`src/mccu_pkg.sv`:
```
// Shared types and constants for the multicycle control unit.
// No dependencies; imported by mccu_seq and the top level.
`timescale 1ns / 1ps

package mccu_pkg;

    // field widths
    localparam int OpcodeWidth = 6;
    localparam int FuncWidth   = 6;
    localparam int CwWidth     = 19;
    localparam int AluWidth    = 3;
    localparam int StateWidth  = 5;

    // opcodes
    localparam logic [OpcodeWidth-1:0] OP_RTYPE = 6'd0;
    localparam logic [OpcodeWidth-1:0] OP_J     = 6'd2;
    localparam logic [OpcodeWidth-1:0] OP_JAL   = 6'd3;
    localparam logic [OpcodeWidth-1:0] OP_BEQ   = 6'd4;
    localparam logic [OpcodeWidth-1:0] OP_BNE   = 6'd5;
    localparam logic [OpcodeWidth-1:0] OP_ADDI  = 6'd8;
    localparam logic [OpcodeWidth-1:0] OP_ANDI  = 6'd12;
    localparam logic [OpcodeWidth-1:0] OP_JR    = 6'd20;
    localparam logic [OpcodeWidth-1:0] OP_JALR  = 6'd21;
    localparam logic [OpcodeWidth-1:0] OP_LW    = 6'd35;
    localparam logic [OpcodeWidth-1:0] OP_SW    = 6'd43;

    // r-type function codes
    localparam logic [FuncWidth-1:0] FN_ADD = 6'h20;
    localparam logic [FuncWidth-1:0] FN_SUB = 6'h22;
    localparam logic [FuncWidth-1:0] FN_AND = 6'h24;
    localparam logic [FuncWidth-1:0] FN_OR  = 6'h25;
    localparam logic [FuncWidth-1:0] FN_SLT = 6'h2a;

    // aluop field of the control word
    localparam logic [1:0] ALUOP_ADD   = 2'b00;
    localparam logic [1:0] ALUOP_SUB   = 2'b01;
    localparam logic [1:0] ALUOP_FUNC  = 2'b10;
    localparam logic [1:0] ALUOP_AND   = 2'b11;

    // alu operation codes
    localparam logic [AluWidth-1:0] ALU_AND = 3'd0;
    localparam logic [AluWidth-1:0] ALU_OR  = 3'd1;
    localparam logic [AluWidth-1:0] ALU_ADD = 3'd2;
    localparam logic [AluWidth-1:0] ALU_SUB = 3'd6;
    localparam logic [AluWidth-1:0] ALU_SLT = 3'd7;

    // one result beat as produced by the sequencer
    typedef struct packed {
        logic [CwWidth-1:0]    control_word;
        logic [AluWidth-1:0]   alu_operation;
        logic                  func_error;
        logic [StateWidth-1:0] present_state;
    } mccu_result_t;

endpackage

```
`src/multicycle_cpu_control_unit_core.sv`:
```
// Top level of the multicycle control unit: input register, sequencer, result register.
// Depends on mccu_pkg and mccu_seq.
//
//   channel | direction | handshake            | payload
//   --------+-----------+----------------------+------------------------------------------
//   req     | in        | req_valid, req_stall | opcode, func_code
//   rsp     | out       | rsp_valid, rsp_stall | control_word, alu_operation, func_error,
//           |           |                      | present_state
//
// One beat is accepted every cycle while req_stall is low; results are registered.
// The sequencer sits between the input register and the result register and steps its
// state once per beat, so throughput is set only by request gaps and the result stall.
// Reset puts the sequencer in instruction fetch with a held alu op of and.
// A stalled result holds in its register; the input register keeps taking beats until
// both stages are full.
`timescale 1ns / 1ps

module multicycle_cpu_control_unit_core
    import mccu_pkg::*;
(
    input  logic                   clk,
    input  logic                   rst_n,
    input  logic                   req_valid,
    output logic                   req_stall,
    input  logic [OpcodeWidth-1:0] opcode,
    input  logic [FuncWidth-1:0]   func_code,
    output logic                   rsp_valid,
    input  logic                   rsp_stall,
    output logic [CwWidth-1:0]     control_word,
    output logic [AluWidth-1:0]    alu_operation,
    output logic                   func_error,
    output logic [StateWidth-1:0]  present_state
);

    logic                   in_valid_reg;
    logic [OpcodeWidth-1:0] in_opcode_reg;
    logic [FuncWidth-1:0]   in_func_reg;
    logic                   out_valid_reg;
    mccu_result_t           out_reg;
    mccu_result_t           seq_result;
    logic                   out_free;
    logic                   step;
    logic                   req_take;

    // pipeline handshake
    assign out_free  = !out_valid_reg || !rsp_stall;
    assign step      = in_valid_reg && out_free;
    assign req_stall = in_valid_reg && !out_free;
    assign req_take  = req_valid && !req_stall;

    mccu_seq u_seq (
        .clk       (clk),
        .rst_n     (rst_n),
        .step      (step),
        .opcode    (in_opcode_reg),
        .func_code (in_func_reg),
        .result    (seq_result)
    );

    // input register
    always_ff @(posedge clk or negedge rst_n)
    begin
        if (!rst_n)
        begin
            in_valid_reg <= 1'b0;
        end
        else
        begin
            if (req_take)
                in_valid_reg <= 1'b1;
            else if (step)
                in_valid_reg <= 1'b0;
        end
    end

    always_ff @(posedge clk)
    begin
        if (req_take)
        begin
            in_opcode_reg <= opcode;
            in_func_reg   <= func_code;
        end
    end

    // result register
    always_ff @(posedge clk or negedge rst_n)
    begin
        if (!rst_n)
        begin
            out_valid_reg <= 1'b0;
        end
        else if (out_free)
        begin
            out_valid_reg <= step;
        end
    end

    always_ff @(posedge clk)
    begin
        if (step)
            out_reg <= seq_result;
    end

    assign rsp_valid     = out_valid_reg;
    assign control_word  = out_reg.control_word;
    assign alu_operation = out_reg.alu_operation;
    assign func_error    = out_reg.func_error;
    assign present_state = out_reg.present_state;

endmodule

```
`src/mccu_seq.sv`:
```
// Control state sequencer and alu control decoder.
// Depends on mccu_pkg for codes and the result struct.
`timescale 1ns / 1ps

module mccu_seq
    import mccu_pkg::*;
(
    input  logic                   clk,
    input  logic                   rst_n,
    input  logic                   step,
    input  logic [OpcodeWidth-1:0] opcode,
    input  logic [FuncWidth-1:0]   func_code,
    output mccu_result_t           result
);

    typedef enum logic [StateWidth-1:0] {
        S_FETCH    = 5'd0,
        S_DECODE   = 5'd1,
        S_MEM_ADDR = 5'd2,
        S_MEM_RD   = 5'd3,
        S_LOAD_WB  = 5'd4,
        S_MEM_WR   = 5'd5,
        S_R_EXEC   = 5'd6,
        S_R_WB     = 5'd7,
        S_BEQ      = 5'd8,
        S_J        = 5'd9,
        S_JAL      = 5'd10,
        S_JR       = 5'd11,
        S_JALR     = 5'd12,
        S_ADDI     = 5'd13,
        S_ANDI     = 5'd14,
        S_BNE      = 5'd15,
        S_IMM_WB   = 5'd16
    } state_t;

    state_t               state_reg;
    state_t               state_next;
    logic [AluWidth-1:0]  held_alu_reg;
    logic [AluWidth-1:0]  alu_next;
    logic                 err;
    logic [CwWidth-1:0]   cw;

    // control word of the present state
    always_comb
    begin
        case (state_reg)
            S_FETCH:    cw = 19'h12810;
            S_DECODE:   cw = 19'h00030;
            S_MEM_ADDR: cw = 19'h00028;
            S_MEM_RD:   cw = 19'h03000;
            S_LOAD_WB:  cw = 19'h20004;
            S_MEM_WR:   cw = 19'h05000;
            S_R_EXEC:   cw = 19'h00088;
            S_R_WB:     cw = 19'h00005;
            S_BEQ:      cw = 19'h00548;
            S_J:        cw = 19'h00A00;
            S_JAL:      cw = 19'h40A06;
            S_JR:       cw = 19'h00B00;
            S_JALR:     cw = 19'h40B04;
            S_ADDI:     cw = 19'h00028;
            S_ANDI:     cw = 19'h000E8;
            S_BNE:      cw = 19'h08548;
            S_IMM_WB:   cw = 19'h00004;
            default:    cw = '0;
        endcase
    end

    // alu control from aluop and function field
    always_comb
    begin
        err      = 1'b0;
        alu_next = held_alu_reg;
        case (cw[7:6])
            ALUOP_FUNC:
            begin
                case (func_code)
                    FN_ADD:  alu_next = ALU_ADD;
                    FN_SUB:  alu_next = ALU_SUB;
                    FN_SLT:  alu_next = ALU_SLT;
                    FN_AND:  alu_next = ALU_AND;
                    FN_OR:   alu_next = ALU_OR;
                    default: err      = 1'b1;
                endcase
            end
            ALUOP_AND: alu_next = ALU_AND;
            ALUOP_SUB: alu_next = ALU_SUB;
            default:   alu_next = ALU_ADD;
        endcase
    end

    // next state, routed by opcode in decode and memory address
    always_comb
    begin
        case (state_reg)
            S_FETCH:  state_next = S_DECODE;
            S_DECODE:
            begin
                case (opcode)
                    OP_RTYPE:      state_next = S_R_EXEC;
                    OP_LW, OP_SW:  state_next = S_MEM_ADDR;
                    OP_BEQ:        state_next = S_BEQ;
                    OP_BNE:        state_next = S_BNE;
                    OP_J:          state_next = S_J;
                    OP_JAL:        state_next = S_JAL;
                    OP_JR:         state_next = S_JR;
                    OP_JALR:       state_next = S_JALR;
                    OP_ADDI:       state_next = S_ADDI;
                    OP_ANDI:       state_next = S_ANDI;
                    default:       state_next = S_FETCH;
                endcase
            end
            S_MEM_ADDR:
            begin
                if (opcode == OP_LW)
                    state_next = S_MEM_RD;
                else if (opcode == OP_SW)
                    state_next = S_MEM_WR;
                else
                    state_next = S_FETCH;
            end
            S_MEM_RD: state_next = S_LOAD_WB;
            S_R_EXEC: state_next = S_R_WB;
            S_ADDI:   state_next = S_IMM_WB;
            S_ANDI:   state_next = S_IMM_WB;
            default:  state_next = S_FETCH;
        endcase
    end

    assign result.control_word  = cw;
    assign result.alu_operation = alu_next;
    assign result.func_error    = err;
    assign result.present_state = state_reg;

    // state and held alu op advance once per beat
    always_ff @(posedge clk or negedge rst_n)
    begin
        if (!rst_n)
        begin
            state_reg    <= S_FETCH;
            held_alu_reg <= ALU_AND;
        end
        else if (step)
        begin
            state_reg    <= state_next;
            held_alu_reg <= alu_next;
        end
    end

endmodule

```
`config.mk`:
```
export PLATFORM = sky130hd
export DESIGN_NAME = multicycle_cpu_control_unit_core
export DESIGN_NICKNAME = d
export VERILOG_FILES = /design/src/mccu_pkg.sv /design/src/multicycle_cpu_control_unit_core.sv /design/src/mccu_seq.sv
export SDC_FILE = /design/constraint.sdc
export NUM_CORES = 1
export LEC_CHECK = 0
export ABC_AREA = 0
export ABC_CLOCK_PERIOD_IN_PS = 7400
export CORE_UTILIZATION = 60
export CTS_CLUSTER_SIZE = 12
export DETAILED_ROUTE_END_ITERATION = 16
export DONT_BUFFER_PORTS = 1
export GPL_ROUTABILITY_DRIVEN = 1
export PLACE_DENSITY = 0.76
export SYNTH_ARGS = -nofsm -noshare
export SYNTH_HDL_FRONTEND = slang
export SYNTH_HIERARCHICAL = 1
export SYNTH_SLANG_ARGS = --single-unit
```
`constraint.sdc`:
```
create_clock -name clk -period 7.4 [get_ports clk]
set_input_delay 1.48 -clock clk [delete_from_list [all_inputs] [get_ports clk]]
set_output_delay 1.48 -clock clk [all_outputs]
set_load 0.02 [all_outputs]
```
# Word level (Yosys, flattened, before mapping)
# Memory sizes are Yosys's and may differ from the RTL's.
# Index checks and enable logic that the tools add are counted.
# totals
reg_bits,50
rom_bits,608
mem_count,1
# op_classes
n_eq_ne,24
muxes,9
n_reduce_logical,14
# mem_list
name,words,word_bits,read_ports,rd_clocked_by_memory_dff,write_ports,line_no,rtl
(name not given),32,19,1,0,0,mccu_seq.sv:46,case (state_reg)
# op_table
cell,n
6-bit equality test (second input constant),7
4-bit case mux with 10 select lines,1
5-bit case mux with 6 select lines,1
3-bit case mux with 5 select lines,1
6-bit by 2-bit equality test with 1-bit output (second input constant),2
6-bit by 3-bit equality test with 1-bit output (second input constant),2
6-bit by 4-bit equality test with 1-bit output (second input constant),2
6-bit by 5-bit equality test with 1-bit output (second input constant),2
5-bit by 2-bit equality test with 1-bit output (second input constant),2
5-bit by 4-bit equality test with 1-bit output (second input constant),2
3-bit case mux with 3 select lines,1
6-bit logical NOT,1
5-bit by 1-bit equality test with 1-bit output (second input constant),1
5-bit by 3-bit equality test with 1-bit output (second input constant),1
5-bit logical NOT,1
5-bit 2-to-1 mux,1
5-bit OR reduction,1
2-bit equality test (second input constant),2
1-bit logical NOT,4
2-bit OR reduction,2
1-bit logical AND,3
1-bit 2-to-1 mux,3
3-bit 2-to-1 mux,1
2-bit by 1-bit equality test with 1-bit output (second input constant),1
other kinds (2),2

# Logic depth before layout (Yosys ltp)
# logic_depth
ltp_word,7
mapped_depth,8

# Modules after synthesis
# Netlist, hierarchy kept.
# modules_own_cells
module,n_inst,cells_each,area_each_um2,seq_area_each_um2
multicycle_cpu_control_unit_core,1,48,1293.7,1251.2
mccu_seq,1,143,1064.8,200.2

# Worst setup path after synthesis
# OpenSTA, ideal clock, no wires.
# synth_path
kind,input to register
start,input rsp_stall
end,register u_seq.state_reg[0]
setup_ps,104
arrival_ps,4759
path_slack_ps,2537
path_stages,6
path_cell_list,a21boi_0 clkbuf_1 o2111a_1 nor3b_1 a21bo_2 o311ai_1
# synth_between
elab_chain_len,3
# synth_lines
item,line_no,rtl
"start, declared",multicycle_cpu_control_unit_core.sv:28,"input logic rsp_stall,"
1-bit logical NOT,multicycle_cpu_control_unit_core.sv:46,assign out_free = !out_valid_reg || !rsp_stall;
1-bit logical OR,multicycle_cpu_control_unit_core.sv:46,
1-bit logical AND,multicycle_cpu_control_unit_core.sv:47,assign step = in_valid_reg && out_free;
"end signal, assigned",mccu_seq.sv:144,state_reg <= state_next;
"end, declared",mccu_seq.sv:36,state_t state_reg;
# Every way passes these cells.
# A chain may end at the register's enable or synchronous reset.

# Final worst setup path
# layout_path
start,input rsp_stall
end,output req_stall
# layout_between
elab_chain_len,4
# layout_lines
item,line_no,rtl
1-bit logical NOT,multicycle_cpu_control_unit_core.sv:46,
1-bit logical OR,multicycle_cpu_control_unit_core.sv:46,
1-bit logical NOT,multicycle_cpu_control_unit_core.sv:48,assign req_stall = in_valid_reg && !out_free;
1-bit logical AND,multicycle_cpu_control_unit_core.sv:48,
"end, declared",multicycle_cpu_control_unit_core.sv:24,"output logic req_stall,"
# Every way passes these cells.

==> impl_results.md <==
* Status: completed
* Flops & latches, synth at 50
* Reg2reg setup slack at approximately 4.8 ns
* Mapped Nets at ~210
* Mean Syn Cell Area at between 10 and 15 um^2
* Io pins at 46
* Core Area at between 0.003 and 0.004 mm^2
* Ys flop type: edfxtp_1
* Initial antenna violation count at 0
* # DRC at 0
* Vias in the first global route at between 1k and 1.5k
* Nets@finish at about 210
* Vias per cell at 6.23
* Cell Pwr Density at approximately 260 mW/mm^2
* Most common cell after layout, fill and taps aside: edfxtp_1
* Cell area after synthesis at ~0.0024 mm^2
* Final hold violations at 0
* R2R cell count at 5
* Max FFs per register at 19
* CTS hold repair buffers at 0
* CTS tree: done
* Slew Limit Fails at 0
* RSZ-0062 raised after global routing: no
* Startpoint types: input pin
* Final Setup Violations at 0
* Setup crit end kind: output port
* Post-Synthesis Cells at 191
* CTS H-Tree Depth at 2
* Via count at 1458
* Die width at approximately 65 um
* Buffers on Ports at 0
* Crit Path Class: input pin to output port
* CTS clk-pin slew, worst paths at roughly 0.09 ns
* Post-route insts no fill at 234
* Register area share after synthesis at 0.615
* Critical Path AT at around 1.7 ns
* FFs w/ async S/R, synth at 0.200
* Critical Path Source: rsp_stall
* Final wirelength at around 3.7 mm
* Most frequent cells in the layout: edfxtp_1, nor2_1, nand2_1, dfrtp_1, o21ai_0
* Wire per inst at about 16 um
* Leakage at ~0.00086 uW
* Post-DP HPWL at 2.63 mm
* Share of the synthesized area in the top cell type at 0.509
* Post-route ant nets at 0
* Utilization after layout at 0.665
* Worst EP required at 5.92 ns
* Fin crit share at 0.432
* Post-CTS setup buffer count at 0
* Placed cell count at approximately 230
* Initial DRC count at 152
* YS warnings at 6
* RR Endpoint: u_seq/state_reg[0]
* Total chip power at 653 uW
* Critical hold path startpoint: in_valid_reg
* Layout cells sized above 1 at 0.102
* Total GRT Usage at 0.197
* Worst hold path depth at 1
* Detailed Routing Iterations Pass 1 at 4
* Critical path peak fanout at 3
* Starting Density at 0.635
* FF-to-FF Start: rsp_valid
* Netlist cell types at between 40 and 50
* Fillers at roughly 300
* Die height at between 60 and 70 um
* Die area at roughly 0.0042 mm^2
* Critical path's largest stage delay at roughly 0.17 ns
* CTS sink cnt at 50
* Root Buffer: clkbuf_8
* Max clock buf depth at 2
* RePlAce Congestion at 0.848
* EDFF count, synth at 40
* Std cell rows at 22
* MaxCap Viol Count at 0
* CP Cell Sequence: nand3_2 -> inv_1
* Largest net degree at the start of global routing at 37
* First-pass GRT wire length at roughly 6.3 mm
* Clock latency on the worst-skew pair at 0.29 ns
* WHS Endpoint: rsp_valid
* Area leader, netlist: edfxtp_1
* Inserted Diodes at 0
* WP buf/inv at 1
* Worst-margin pin slew at 1.07 ns
* Top cells by area, synth: edfxtp_1, dfrtp_1, nor2_1, ha_1, nand2_1
* Minimum clock period at between 3 and 4 ns
* Worst VDD drop at about 170 uV
* Area growth from synthesis to layout at 4.72%
* Num CTS Buffers at 5
* Clock Skews at between 0.009 and 0.01 ns
* Slowest CP cell: inv_1
* Post-cts gate resize count at 0
* Slew HR at 0.285
* Setup total negative slack at 0 ns
* Fmax at approximately 310 MHz
* Hold Path Class: flop to flop
* CP top delay family: buffers and inverters
* Total congestion overflow at 0
==> power breakdown <==
group          switching (uW)  internal [uW]
Combinational            54.2           37.0
Sequential               38.9            338
Clock                    84.3            101
Total                     177            476
==> worst max path at each step <==
| stage | endpoint | slack (ns) | cells past startpoint |
|---|---|---|---|
| 5_1_grt | u_seq/state_reg[0] | 4.03 | 5 |
| 3_5_place_dp | u_seq/state_reg[0] | 3.89 | 5 |
| 3_3_place_gp | u_seq/state_reg[0] | 4.06 | 5 |
| 4_1_cts | u_seq/state_reg[0] | 4.19 | 5 |
| 6_report | req_stall | 4.21 | 2 |
| 2_1_floorplan | u_seq/state_reg[0] | 2.54 | 6 |
==> layout make-up <==
| cell class | instances | area, um^2 | share of cell area |
|---|---|---|---|
| tap | 48 | 60.1 | 0.0243 |
| inverter | 8 | 30.0 | 0.0122 |
| sequential | 50 | 1450 | 0.588 |
| clock inverter | 3 | 43.8 | 0.0177 |
| clock buffer | 5 | 68.8 | 0.0279 |
| multi-input combinational | 120 | 816 | 0.330 |
==> cells in the mapped netlist (all sizes together), types with 2 or more instances <==
master / count
nand2b: 9
mux2: 3
a21boi: 2
buf: 8
o22ai: 2
o21ai: 10
nand4b: 2
nor3b: 4
clkbuf: 5
nor3: 4
o31ai: 2
nand2: 16
a2111oi: 2
nor2: 17
nor2b: 6
inv: 8
edfxtp: 40
o211ai: 2
nand3: 2
a32oi: 2
a21oi: 5
dfrtp: 10
a32o: 2
mux2i: 2
ha: 5
o21a: 2
nand3b: 2
==> through the flow <==
step	hold WS (ns)	worst slack, ns	cell area, um^2
finish	0.520	4.21	2470
global route	0.539	4.03	2470
CTS	0.514	4.19	2470
detailed placement	0.499	3.89	2360
global placement	0.494	4.06	2360
floorplan	0.420	2.54	2360
==> cells by family (layout without fill, tap and decap cells) <==
group / count (synthesis) / count (layout) / share of synthesized area
compound gates: 41 / 41 / 0.133
xor+xnor: 1 / 1 / 0.00371
fa+ha+maj: 5 / 5 / 0.0265
buf+inv: 21 / 16 / 0.0435
flops: 50 / 50 / 0.615
mux: 5 / 5 / 0.0228
simple gates: 68 / 68 / 0.155
==> per-layer routing <==
metal	share of wire	global-route usage
met1	0.44	0.236
met2	0.51	0.341
met3	0.041	0.0387
met4	0.0083	0.0917
met5	0	0
(Power assumes the default switching activity.)
